### config.mk
export PLATFORM = sky130hd
export DESIGN_NAME = dtc_sqrt
export DESIGN_NICKNAME = d
export VERILOG_FILES = /design/src/hw/rtl/dipolar_tensor_coefficients_unit_assert.svh /design/src/hw/rtl/dtc_pkg.sv /design/src/hw/rtl/dtc_sqrt.sv
export SDC_FILE = /design/constraint.sdc
export NUM_CORES = 2
export LEC_CHECK = 0
export ABC_CLOCK_PERIOD_IN_PS = 4150
export BUFFER_PORTS_ARGS = -buffer_cell sky130_fd_sc_hd__clkbuf_2
export CORE_MARGIN = 10
export CORE_UTILIZATION = 25
export DETAILED_ROUTE_END_ITERATION = 10
export PLACE_DENSITY = 0.35
export SYNTH_ARGS = -nofsm -noshare
export SYNTH_HDL_FRONTEND = slang
export SYNTH_SLANG_ARGS = --single-unit
### constraint.sdc
create_clock -name aclk -period 4.15 [get_ports aclk]
set_clock_uncertainty 0.1 [all_clocks]
set_input_delay 0 -clock aclk [delete_from_list [all_inputs] [get_ports aclk]]
set_output_delay 0 -clock aclk [all_outputs]
set_load 0.05 [all_outputs]
### src/hw/rtl/dipolar_tensor_coefficients_unit_assert.svh
// Assertion macros for the dipolar tensor coefficient pipeline.
`ifndef DIPOLAR_TENSOR_COEFFICIENTS_UNIT_ASSERT_SVH
`define DIPOLAR_TENSOR_COEFFICIENTS_UNIT_ASSERT_SVH
`ifndef SYNTHESIS
`define DTC_ASSERT_IMPLIES(label, clk, rst_n, ante, cons) \
    label: assert property (@(posedge clk) disable iff (!rst_n) (ante) |-> (cons)) \
        else $error("dtc: implication check failed");
`define DTC_ASSERT_NEXT(label, clk, rst_n, ante, cons) \
    label: assert property (@(posedge clk) disable iff (!rst_n) (ante) |=> (cons)) \
        else $error("dtc: next-cycle check failed");
`else
`define DTC_ASSERT_IMPLIES(label, clk, rst_n, ante, cons)
`define DTC_ASSERT_NEXT(label, clk, rst_n, ante, cons)
`endif
`endif

### src/hw/rtl/dtc_pkg.sv
package dtc_pkg;

    localparam int CW          = 24;   // coordinate width, Q11.12
    localparam int DW          = CW + 1;
    localparam int SW          = 2 * DW;  // squared distance width
    localparam int QW          = DW;      // distance width
    localparam int LANES       = 5;
    localparam int OW          = 32;
    localparam int UW          = 31;      // Q1.30 direction ratio
    localparam int SQRT_STEPS  = SW / 2;
    localparam int UDIV_STEPS  = UW;
    localparam int MDIV_STEPS  = OW;
    localparam int IDX_W       = 2;

    localparam logic [31:0] KQ = 32'd3337721072;  // 795.7747 in Q10.22

    localparam logic [IDX_W-1:0] REG_METAL_X = 2'd0;
    localparam logic [IDX_W-1:0] REG_METAL_Y = 2'd1;
    localparam logic [IDX_W-1:0] REG_METAL_Z = 2'd2;

    typedef enum logic [1:0] {
        STATUS_OK   = 2'd0,
        STATUS_ZERO = 2'd1,
        STATUS_SAT  = 2'd2
    } status_t;

endpackage

### src/hw/rtl/dtc_sqrt.sv
module dtc_sqrt (
    input  logic                  aclk,
    input  logic                  en,
    input  logic [dtc_pkg::SW-1:0] s_in,
    output logic [dtc_pkg::QW-1:0] q_out
);
    import dtc_pkg::*;

    localparam int RW = SW + 2;

    logic [SW-1:0] op_reg  [SQRT_STEPS];
    logic [RW-1:0] res_reg [SQRT_STEPS];

    // One digit of the bitwise integer root: returns {op, res}.
    function automatic logic [SW+RW-1:0] root_step(logic [SW-1:0] op, logic [RW-1:0] res,
                                                   logic [RW-1:0] bitv);
        logic [RW-1:0] trial;
        trial = res + bitv;
        if ({2'b00, op} >= trial) begin
            root_step = {op - trial[SW-1:0], (res >> 1) + bitv};
        end else begin
            root_step = {op, res >> 1};
        end
    endfunction

    always_ff @(posedge aclk) begin
        logic [SW+RW-1:0] st;
        if (en) begin
            st = root_step(s_in, '0, RW'(1) << (SW - 2));
            op_reg[0]  <= st[SW+RW-1:RW];
            res_reg[0] <= st[RW-1:0];
            for (int j = 1; j < SQRT_STEPS; j++) begin
                st = root_step(op_reg[j-1], res_reg[j-1], RW'(1) << (SW - 2 - 2 * j));
                op_reg[j]  <= st[SW+RW-1:RW];
                res_reg[j] <= st[RW-1:0];
            end
        end
    end

    assign q_out = res_reg[SQRT_STEPS-1][QW-1:0];

endmodule

==> impl_metrics.py <==
metrics = {
    "outcome": {
        "outcome": "completed",
    },
    "placed_design": {
        "dp.final_hpwl_um": 147200,
        "gp_congestion": 0.8201,
        "dp.cells": 9658,
        "io_buffers": 76,
    },
    "final_layout": {
        "drive_above_1_share_pct": 9.060,
        "multi_input_area_um2": 24760,
        "fin_util_pct": 29.66,
        "n_fill_cell": 29370,
        "final_nets": 6470,
        "largest_reg_flops": 1200,
        "regArea_um2": 45790,
        "syn2layout_area_growth_pct": 17.78,
        "final_cells": 10100,
    },
    "clock_tree": {
        "root_buffer": "clkbuf_16",
        "post_cts.repair.setup_buffers": 0,
        "clk_pin_slew_ns": 0.06,
        "cts_buffers": 190,
        "cts.sinks": 1525,
        "cts_tree": "built",
        "cts.path.max_buffers": 4,
        "cts_max_level": 4,
        "clk-insertion-delay-late_ns": 0.85,
    },
    "power_and_ir_drop": {
        "power_frac_comb_pct": 17.7,
        "p_leak_uw": 0.03155,
        "peakVddDrop_mv": 0.2952,
        "switching_share_pct": 28.10,
        "p_int_uw": 32860,
        "power.density_nw_per_um2": 533.5,
        "clkPwrFrac_pct": 36.6,
        "power_uw": 45710,
        "switchingPower_uw": 12840,
        "pwr-share-seq_pct": 45.7,
    },
    "logic_synthesis": {
        "synth_seq_area_share_pct": 62.95,
        "synthFlopType": "edfxtp_1",
        "synth-edff-count": 1525,
        "yosys_warnings": 0,
        "synth-adder-area-share_pct": 5.951,
        "yosys.area_share.simple_pct": 12.17,
        "synth.top_cell.area_share_pct": 62.95,
        "synth_top_family_by_area": "simple AND/OR/NAND/NOR gates",
        "synth_area_um2": 72740,
        "ys_async_sr_fraction_pct": 0,
        "synth-compound-area-share_pct": 8.881,
        "yosysTopAreaCell": "edfxtp_1",
        "syn_nets": 6124,
        "synth_seq_cells": 1525,
        "synth_mux_area_share_pct": 0.8755,
        "synthCells": 5726,
        "ys_types": 86,
        "ys_top_cells_by_area": "edfxtp_1 (63%), ha_1 (6.0%), xnor2_1 (3.1%)",
        "synthXorXnorAreaFrac_pct": 6.093,
        "synth.avg_cell_area_um2": 12.70,
    },
    "global_routing": {
        "grt_pass1_wl_um": 294500,
        "gr-total-overflow": 0,
        "grt_max_degree": 159,
        "grt_pass1_vias": 46100,
        "grt_antenna_before_repair": 5,
        "track_usage_pct": 11.98,
    },
    "floorplanning": {
        "core_area_um2": 288900,
        "dieHeight_um": 559.4,
        "die_w_um": 559.4,
        "start_util_pct": 25.18,
        "ios": 77,
        "num_rows": 197,
        "dieArea_um2": 312900,
    },
    "sta": {
        "period_needed_ns": 3.937,
        "slew_viol_final": 0,
        "grt_setup_unrepaired": "no",
        "finalSetupViolations": 0,
        "hold_ws_ns": 0.2031,
        "slew_headroom_pct": 21.26,
        "max_freq_ghz": 0.2540,
        "period_share_pct": 94.87,
        "final.setup.tns_ns": 0,
        "hold_viol_final": 0,
        "tightest_slew_ns": 1.181,
    },
    "drt": {
        "drc": 0,
        "detailroute.wirelength.met3_um": 7348,
        "met1_length_um": 87720,
        "routed_wl_um": 194800,
        "vias": 45350,
        "drt_first_pass_iters": 5,
        "dr.first_iter.drc_count": 2785,
        "wl_per_cell_um": 19.30,
        "ant_nets": 0,
        "top_layer_used": "met4",
        "wl_met2_um": 95350,
        "viasPerCell": 4.492,
    },
    "flow_run": {
        "cap_violations": 0,
    },
    "critical_path": {
        "start_kind": "flip-flop",
        "r2r_slack_ns": 0.21,
        "path_max_fanout": 6,
        "worstPathArrival_ns": 4.39,
        "worst-setup-path-type": "flip-flop to flip-flop",
        "cp.required_ns": 4.60,
        "crit_path_end_kind": "flip-flop",
    },
    "hold_path": {
        "worstHoldPathType": "primary input to flip-flop",
    },
}
## cell usage in the layout (no fill, tap or decap), types with 193 or more instances in the layout
cell | netlist | layout
xnor2_1 | 257 | 257
inv_1 | 433 | 433
o21ai_0 | 234 | 233
a21oi_1 | 331 | 330
nand2_1 | 338 | 338
nor2_1 | 388 | 387
clkbuf_16 | 0 | 193
edfxtp_1 | 1525 | 1525
ha_1 | 346 | 346
xor2_1 | 249 | 249
## critical path, cell delays in order, from the launching register on
cell       delay (ns)
edfxtp_1         0.39
ha_1             0.26
or2_2            0.33
o221ai_1         0.41
a21oi_1          0.25
a31o_2           0.34
a211oi_1         0.49
o21ai_1          0.31
a2111oi_0        0.61
xor2_1           0.12
## metal layers
layer	GRT usage, %	up-vias
li1	-	22220
met1	15.68	22160
met2	20.74	720
met3	1.882	252
met4	2.792	0
met5	0	-
## path summary, 6_finish.rpt
kind | from | end | cells past startpoint
hold reg to reg | res_reg[0][550] | res_reg[0][601] | 0
setup / recovery | op_reg[2][305] | op_reg[2][392] | 9
setup reg to reg | op_reg[2][305] | op_reg[2][392] | 9
hold / removal | en | op_reg[1][231] | 2
## power by group through the flow
stage	combinational, uW	clock, uW	sequential, uW
after detailed placement	8070	0	21300
after CTS	8190	17300	21000
after global placement	8100	0	21300
after floorplan	5710	0	20400
final	8090	16700	20900
after global routing	9090	18000	21100
## layout make-up
type	instances	share of cell area, %
repair buffers	283	2.822
clock inverters	106	1.455
well taps	3880	5.667
multi-input cells	3635	28.90
clock buffers	228	5.791
diodes	1	0.002921
inverters	437	1.915
flip-flops and latches	1525	53.45
## logic make-up after synthesis
group                    Yosys count
XOR/XNOR                         506
AND/OR/NAND/NOR                 1693
multiplexers                      58
adder cells (fa/ha/maj)          346
flip-flops                      1525
buffers and inverters            566
AO/OA/AOI/OAI                   1032
## per-stage QoR
step | setup slack, ns | instance area, um^2
floorplan | 0.9624 | 72740
global placement | 0.02428 | 78440
detailed placement | 0.03348 | 78440
CTS | 0.2131 | 85670
global route | 0.03420 | 85670
finish | 0.2131 | 85670
## repair_timing
item                                   4_1_cts  5_1_grt
resized for setup                            1        1
endpoints found under the hold margin      908        0
setup endpoints to repair                    1        3
hold buffers                               102        0
## synthesized netlist by cell type, drive strengths merged, types with 16 or more instances
cell and instances:
nand2 338, or3 52, o21bai 18, nand2b 63, or4 43, o31ai 42
nor2b 44, and3 32, nand3b 25, and4 16, nor2 388, a21o 90
nand4 105, inv 436, edfxtp 1525, xnor2 257, nor4b 23, o211ai 29
nand4b 20, buf 39, nor4 183, ha 346, o21a 64, and2 16
mux2 45, nor3 174, a211oi 30, a31oi 39, xor2 249, a21oi 331
or2 29, clkbuf 90, o21ai 237, a21boi 21, nand3 94
Note: power is estimated with default switching activity, not from simulation.
